`src/sv/kmds_pkg.sv`:
```
`timescale 1ns / 1ps
// Shared types and constants for the key matrix debounce scanner.
// No dependencies; every other file imports this package.
package kmds_pkg;

   localparam int ROWS    = 3;
   localparam int COLS    = 4;
   localparam int ROW_W   = 2;
   localparam int COUNT_W = 8;
   localparam int TICKS_W = 7;

   typedef logic [ROW_W-1:0]   row_type;
   typedef logic [COLS-1:0]    levels_type;
   typedef logic [COUNT_W-1:0] count_type;
   typedef logic [TICKS_W-1:0] ticks_type;

   localparam ticks_type DEBOUNCE_RESET = ticks_type'(10);
   localparam row_type   LAST_ROW       = row_type'(ROWS - 1);

   // press and release events of one scanned row
   typedef struct packed {
      levels_type press;
      levels_type release_keys;
   } row_event_type;

   // row that follows r, wrapping; an out-of-range row counts as row zero
   function automatic row_type row_after(input row_type r);
      row_type base;
      row_type nxt;
      base = (r > LAST_ROW) ? '0 : r;
      if (base == LAST_ROW) begin
         nxt = '0;
      end else begin
         nxt = base + row_type'(1);
      end
      return nxt;
   endfunction

endpackage

```
`src/sv/kmds_channels.sv`:
```
`timescale 1ns / 1ps
// Valid/ready channel interfaces for the scanner's request and response sides.
// Depends on kmds_pkg for payload types.
interface kmds_req_if;
   import kmds_pkg::*;
   logic       valid;
   logic       ready;
   levels_type column_levels;

   modport source (output valid, output column_levels, input ready);
   modport sink   (input valid, input column_levels, output ready);
endinterface

interface kmds_rsp_if;
   import kmds_pkg::*;
   logic       valid;
   logic       ready;
   row_type    row_sampled;
   levels_type press_mask;
   levels_type release_mask;
   row_type    next_row;

   modport source (output valid, output row_sampled, output press_mask,
                   output release_mask, output next_row, input ready);
   modport sink   (input valid, input row_sampled, input press_mask,
                   input release_mask, input next_row, output ready);
endinterface

```
`src/sv/kmds_key_logic.sv`:
```
`timescale 1ns / 1ps
// Debounce rule for one key: next count and press/release events.
// Depends on kmds_pkg.
module kmds_key_logic
   import kmds_pkg::*;
(
   input  count_type count,
   input  ticks_type ticks,
   input  logic      level,
   output count_type count_next,
   output logic      press,
   output logic      release_key
);

   count_type ticks_ext;
   count_type count_dec;
   logic      pressed;

   assign ticks_ext = count_type'(ticks);
   assign pressed   = ~level;
   // decrement saturates at zero
   assign count_dec = (count != '0) ? count - count_type'(1) : '0;

   always_comb begin
      count_next  = count;
      press       = 1'b0;
      release_key = 1'b0;
      if (count == '0 && pressed) begin
         count_next = {ticks, 1'b0};
         press      = 1'b1;
      end else if (count == ticks_ext && !pressed) begin
         count_next  = count_dec;
         release_key = 1'b1;
      end else if (count != ticks_ext && count != '0) begin
         count_next = count_dec;
      end
   end

endmodule

```
`src/sv/kmds_count_bank.sv`:
```
`timescale 1ns / 1ps
// Per-key debounce counters for the whole matrix, updated one row at a time.
// Depends on kmds_pkg and kmds_key_logic.
module kmds_count_bank
   import kmds_pkg::*;
(
   input  logic          clock,
   input  logic          reset,
   input  logic          update_en,
   input  row_type       row,
   input  levels_type    levels,
   input  ticks_type     ticks,
   output row_event_type events
);

   count_type counts_ff [ROWS][COLS];
   count_type counts_in [COLS];
   count_type row_counts [COLS];
   row_type   row_sel;

   // an out-of-range row is served as row zero
   assign row_sel = (row > LAST_ROW) ? '0 : row;

   for (genvar c = 0; c < COLS; c++) begin : g_col
      assign row_counts[c] = counts_ff[row_sel][c];

      kmds_key_logic u_key (
         .count       (row_counts[c]),
         .ticks       (ticks),
         .level       (levels[c]),
         .count_next  (counts_in[c]),
         .press       (events.press[c]),
         .release_key (events.release_keys[c])
      );
   end

   always_ff @(posedge clock) begin
      if (reset) begin
         for (int r = 0; r < ROWS; r++) begin
            for (int c = 0; c < COLS; c++) begin
               counts_ff[r][c] <= '0;
            end
         end
      end else if (update_en) begin
         for (int c = 0; c < COLS; c++) begin
            counts_ff[row_sel][c] <= counts_in[c];
         end
      end
   end

endmodule

```
`src/sv/key_matrix_debounce_scanner.sv`:
```
`timescale 1ns / 1ps
// Key matrix scanner with per-key counter debounce.
// An accepted request is registered in the s1 stage, then in the response registers.
// Throughput: one request per cycle while the response channel is not stalled.
// Reset clears all key counters, returns the scan to row zero and loads a setting of 10.
// Depends on kmds_pkg, kmds_channels and kmds_count_bank.
module key_matrix_debounce_scanner
   import kmds_pkg::*;
(
   input  logic       clock,
   input  logic       reset,
   kmds_req_if.sink   req_chan,
   kmds_rsp_if.source rsp_chan,
   input  logic       csr_wr_en,
   input  ticks_type  csr_wr_data
);

   ticks_type     ticks_ff;
   row_type       current_row_ff;
   logic          s1_valid_ff;
   levels_type    s1_levels_ff;
   row_type       s1_row_ff;
   row_type       s1_next_ff;
   logic          rsp_valid_ff;
   row_type       rsp_row_ff;
   levels_type    rsp_press_ff;
   levels_type    rsp_release_ff;
   row_type       rsp_next_ff;
   logic          rsp_load;
   logic          s1_advance;
   logic          req_accept;
   row_event_type events;
   row_type       current_row_in;

   assign rsp_load   = ~rsp_valid_ff | rsp_chan.ready;
   assign s1_advance = s1_valid_ff & rsp_load;
   assign req_chan.ready = ~s1_valid_ff | rsp_load;
   assign req_accept = req_chan.valid & req_chan.ready;
   assign current_row_in = row_after(current_row_ff);

   kmds_count_bank u_bank (
      .clock     (clock),
      .reset     (reset),
      .update_en (s1_advance),
      .row       (s1_row_ff),
      .levels    (s1_levels_ff),
      .ticks     (ticks_ff),
      .events    (events)
   );

   always_ff @(posedge clock) begin
      if (reset) begin
         ticks_ff       <= DEBOUNCE_RESET;
         current_row_ff <= '0;
         s1_valid_ff    <= 1'b0;
         rsp_valid_ff   <= 1'b0;
      end else begin
         if (csr_wr_en) begin
            ticks_ff <= csr_wr_data;
         end
         // row advances as each request is taken in
         if (req_accept) begin
            current_row_ff <= current_row_in;
         end
         if (req_chan.ready) begin
            s1_valid_ff <= req_chan.valid;
         end
         if (rsp_load) begin
            rsp_valid_ff <= s1_valid_ff;
         end
      end
   end

   always_ff @(posedge clock) begin
      if (req_accept) begin
         s1_levels_ff <= req_chan.column_levels;
         s1_row_ff    <= current_row_ff;
         s1_next_ff   <= current_row_in;
      end
      if (s1_advance) begin
         rsp_row_ff     <= (s1_row_ff > LAST_ROW) ? '0 : s1_row_ff;
         rsp_press_ff   <= events.press;
         rsp_release_ff <= events.release_keys;
         rsp_next_ff    <= s1_next_ff;
      end
   end

   assign rsp_chan.valid        = rsp_valid_ff;
   assign rsp_chan.row_sampled  = rsp_row_ff;
   assign rsp_chan.press_mask   = rsp_press_ff;
   assign rsp_chan.release_mask = rsp_release_ff;
   assign rsp_chan.next_row     = rsp_next_ff;

endmodule
```
`src/flat_wrapper.sv`:
```
// flat-port wrapper written by rule: the top's interface ports become plain ports
module key_matrix_debounce_scanner_flat import kmds_pkg::*;
  (clock, reset, csr_wr_en, csr_wr_data, req_chan_valid, req_chan_column_levels, req_chan_ready, rsp_chan_valid, rsp_chan_row_sampled, rsp_chan_press_mask, rsp_chan_release_mask, rsp_chan_next_row, rsp_chan_ready);
  kmds_req_if req_chan_i ();
  kmds_rsp_if rsp_chan_i ();
  input  logic clock;
  input  logic reset;
  input  logic csr_wr_en;
  input  ticks_type csr_wr_data;
  input wire logic [$bits(req_chan_i.valid)-1:0] req_chan_valid;
  input wire logic [$bits(req_chan_i.column_levels)-1:0] req_chan_column_levels;
  output wire logic [$bits(req_chan_i.ready)-1:0] req_chan_ready;
  output wire logic [$bits(rsp_chan_i.valid)-1:0] rsp_chan_valid;
  output wire logic [$bits(rsp_chan_i.row_sampled)-1:0] rsp_chan_row_sampled;
  output wire logic [$bits(rsp_chan_i.press_mask)-1:0] rsp_chan_press_mask;
  output wire logic [$bits(rsp_chan_i.release_mask)-1:0] rsp_chan_release_mask;
  output wire logic [$bits(rsp_chan_i.next_row)-1:0] rsp_chan_next_row;
  input wire logic [$bits(rsp_chan_i.ready)-1:0] rsp_chan_ready;
  assign req_chan_i.valid = req_chan_valid;
  assign req_chan_i.column_levels = req_chan_column_levels;
  assign req_chan_ready = req_chan_i.ready;
  assign rsp_chan_valid = rsp_chan_i.valid;
  assign rsp_chan_row_sampled = rsp_chan_i.row_sampled;
  assign rsp_chan_press_mask = rsp_chan_i.press_mask;
  assign rsp_chan_release_mask = rsp_chan_i.release_mask;
  assign rsp_chan_next_row = rsp_chan_i.next_row;
  assign rsp_chan_i.ready = rsp_chan_ready;
  key_matrix_debounce_scanner u_core (.clock(clock), .reset(reset), .req_chan(req_chan_i), .rsp_chan(rsp_chan_i), .csr_wr_en(csr_wr_en), .csr_wr_data(csr_wr_data));
endmodule
```
`config.mk`:
```
export PLATFORM = sky130hd
export DESIGN_NAME = key_matrix_debounce_scanner_flat
export DESIGN_NICKNAME = d
export VERILOG_FILES = /design/src/sv/kmds_pkg.sv /design/src/sv/kmds_channels.sv /design/src/sv/kmds_key_logic.sv /design/src/sv/kmds_count_bank.sv /design/src/sv/key_matrix_debounce_scanner.sv /design/src/flat_wrapper.sv
export SDC_FILE = /design/constraint.sdc
export NUM_CORES = 1
export LEC_CHECK = 0
export BUFFER_PORTS_ARGS = -buffer_cell sky130_fd_sc_hd__buf_2
export CAP_MARGIN = 15
export CORE_ASPECT_RATIO = 1.4
export CORE_UTILIZATION = 35
export CTS_CLUSTER_DIAMETER = 80
export DETAILED_ROUTE_END_ITERATION = 12
export HOLD_SLACK_MARGIN = 0.03
export RECOVER_POWER = 100
export SYNTH_ARGS = -nofsm -noshare
export SYNTH_HDL_FRONTEND = slang
export SYNTH_SLANG_ARGS = --single-unit
```
`constraint.sdc`:
```
create_clock -name clock -period 6.1 [get_ports clock]
set_input_delay 0.915 -clock clock [delete_from_list [all_inputs] [get_ports clock]]
set_output_delay 0.915 -clock clock [all_outputs]
set_load 0.05 [all_outputs]
```
==> flow_summary.yaml <==
outcome:
  outcome: "finished with violations"
  violations: "max-capacitance violations, max-slew violations"
drt:
  final_antenna_net_count: 0
  via_per_inst: 6.06
  wl_per_cell_um: 21.5
  via_count: 6041
  firstDrtPassIters: 7
  first_iter_violations: 493
  drc_errors: 0
  wirelength_um: 21500
logic_synthesis:
  yosysWarningCount: 0
  synth_common_cells: "edfxtp_1 (116), nor2_1 (72), a21oi_1 (47)"
  syn-mean-instance-area_sq_um: 10.4
  synth_most_common_cell: "edfxtp_1"
  synth_seq_cells: 127
  ys_top_cells_by_area: "edfxtp_1 (47%), or3b_2 (4.3%), nor2_1 (3.6%)"
  synthCells: 715
  synth_adder_area_share: 0.00838
  synth_ff_type: "edfxtp_1"
  muxShareOfSynthArea: 0.0136
  synth_top_cell_by_area: "edfxtp_1"
  synth_nets: 736
  ys_seq_area_frac: 0.496
  synth_top_family_by_area: "simple AND/OR/NAND/NOR gates"
  synth_compound_area_frac: 0.193
  synth_edf_count: 116
  synth_xor_xnor_area_share: 0.0303
  ys_types: 81
  async_flop_share: 0
  synth_top_area_frac: 0.467
  synth-simple-area-share: 0.215
  syn-cell-area_sq_um: 7460
cts:
  max-clock-path-buffers: 2
  cts_buffers: 17
  cts.sink_count: 127
  clk_pin_slew_worst_paths_ns: 0.06
  root_buffer: "clkbuf_16"
  cts_setup_buffers: 0
  cts_hold_buffers: 0
  cts_tree: "done"
  h-tree-depth: 4
  cts_resized: 0
  worstSkewPairLatency_ns: 0.42
final_layout:
  antenna_cells: 0
  multi_input_comb_area_sq_um: 3410
  fin_nets: 749
  fillers: 1998
  regArea_sq_um: 3700
  drive_above_1_share: 0.139
  finish.instance_area_sq_um: 8350
  utilization: 0.403
  stdcell_count: 997
  syn_to_final_growth_pct: 11.8
critical_path:
  regToRegStartpoint: "u_core.s1_row_ff[1]"
  cp-start-kind: "flip-flop"
  endpoint_kind: "flip-flop"
  worstPathMaxFanout: 34
  cp-startpoint: "u_core.s1_row_ff[1]"
  worstPathRequired_ns: 6.26
  crit_type: "flip-flop to flip-flop"
  arrival_ns: 5.17
grt:
  track_usage: 0.203
  grt_pass1_vias: 5952
  grt_pass1_wl_um: 33600
  antenna_found_initial: 0
  grt_max_degree: 65
  overflow: 0
floorplanning:
  initial_utilization: 0.360
  fp-row-count: 62
  die_h_um: 175
  io_pins: 30
  dieArea_sq_um: 21900
  die_w_um: 125
  coreArea_sq_um: 20700
hold_path:
  hold_start: "u_core.s1_next_ff[0]"
  hold_class: "flip-flop to flip-flop"
pwr:
  p_per_area_nw_per_um2: 308
  irDropWorstVdd_uv: 175
  power_mw: 2.57
  leakage_nw: 2.77
sta:
  hold_viol: 0
  drv_slew: 84
  relSlewSlack: -0.231
  tns_ns: 0
  fin_hold_ws_ns: 0.419
  setup_viol: 0
  period_needed_ns: 5.01
  fmax_mhz: 200
  clock_skew_ns: 0.00641
  worst_slack_ns: 1.09
  worstMarginPinSlew_ns: 1.85
  rsz0062_at_grt: "false"
  period_share: 0.821
placement:
  port_buffers: 29
  place_ws_ns: 1.67
  routabilityCongestion: 0.893
  placed_area_sq_um: 7820
  dp_cells: 965
  dp_hpwl_um: 14600
flow_run:
  cap_violations: 3
where the power goes:
part	internal (mW)	switching, mW
Clock	0.680	0.393
Sequential	1.01	0.0332
Combinational	0.149	0.308
Total	1.84	0.734
logic make-up after synthesis:
logic type	count (synthesis)
buffers and inverters	75
flip-flops	127
AND/OR/NAND/NOR	279
AO/OA/AOI/OAI	194
XOR/XNOR	25
multiplexers	10
adder cells (fa/ha/maj)	5
worst max-delay path, stage by stage (launching register included):
cell	delay (ns)
edfxtp_1	0.72
xor2_2	1.43
buf_4	0.44
o221ai_1	0.30
nand4_1	0.27
or2_0	0.73
nor2_1	0.29
nor3_1	0.41
a21oi_1	0.14
cell type report:
type                    instances  area share
multi-input cells             513       0.409
inverters                      31      0.0139
repair buffers                 38      0.0210
well taps                     256      0.0384
flip-flops and latches        127       0.444
clock buffers                  17      0.0510
clock inverters                15      0.0232
metal layers:
layer | GRT usage | wire length, um | vias up
met5 | 0 | 0 | -
met3 | 0.0303 | 1030 | 59
met2 | 0.358 | 10900 | 229
met1 | 0.237 | 8600 | 2953
met4 | 0.108 | 959 | 0
li1 | - | - | 2800
final timing paths:
kind	to	slack [ns]	cells after the start
hold / removal	u_core.rsp_chan.next_row[0]	0.42	0
setup reg to reg	u_core.u_bank.counts_ff[1][5]	1.09	8
hold reg to reg	u_core.rsp_chan.next_row[0]	0.42	0
setup / recovery	u_core.u_bank.counts_ff[1][5]	1.09	8
registers in the layout, indices dropped and copies added (netlist names), 2 cells and up:
| signal | cells |
|---|---|
| u_core.s1_row_ff | 2 |
| u_core.rsp_chan.row_sampled | 2 |
| u_core.rsp_chan.press_mask | 4 |
| u_core.rsp_chan.next_row | 2 |
| u_core.u_bank.counts_ff | 96 |
| u_core.current_row_ff | 2 |
| u_core.s1_next_ff | 2 |
| u_core.ticks_ff | 7 |
| u_core.s1_levels_ff | 4 |
| u_core.rsp_chan.release_mask | 4 |
layout by cell type (no fill, tap or decap), types with 7 or more instances in the layout:
master,count
nand2_1,43
o21ai_0,27
o2111ai_1,14
o211ai_1,19
clkbuf_1,20
nor3_1,18
nor2_1,72
nand4_1,13
a31oi_1,16
mux2i_1,9
dfxtp_1,11
buf_2,14
and2_1,10
nor3b_1,7
a211oi_1,8
a21oi_1,47
o211a_1,7
nand3b_1,14
edfxtp_1,116
nand3_1,16
clkbuf_16,17
inv_1,29
or3b_2,37
xnor2_1,22
No activity file was read; power rests on OpenSTA's default activity.
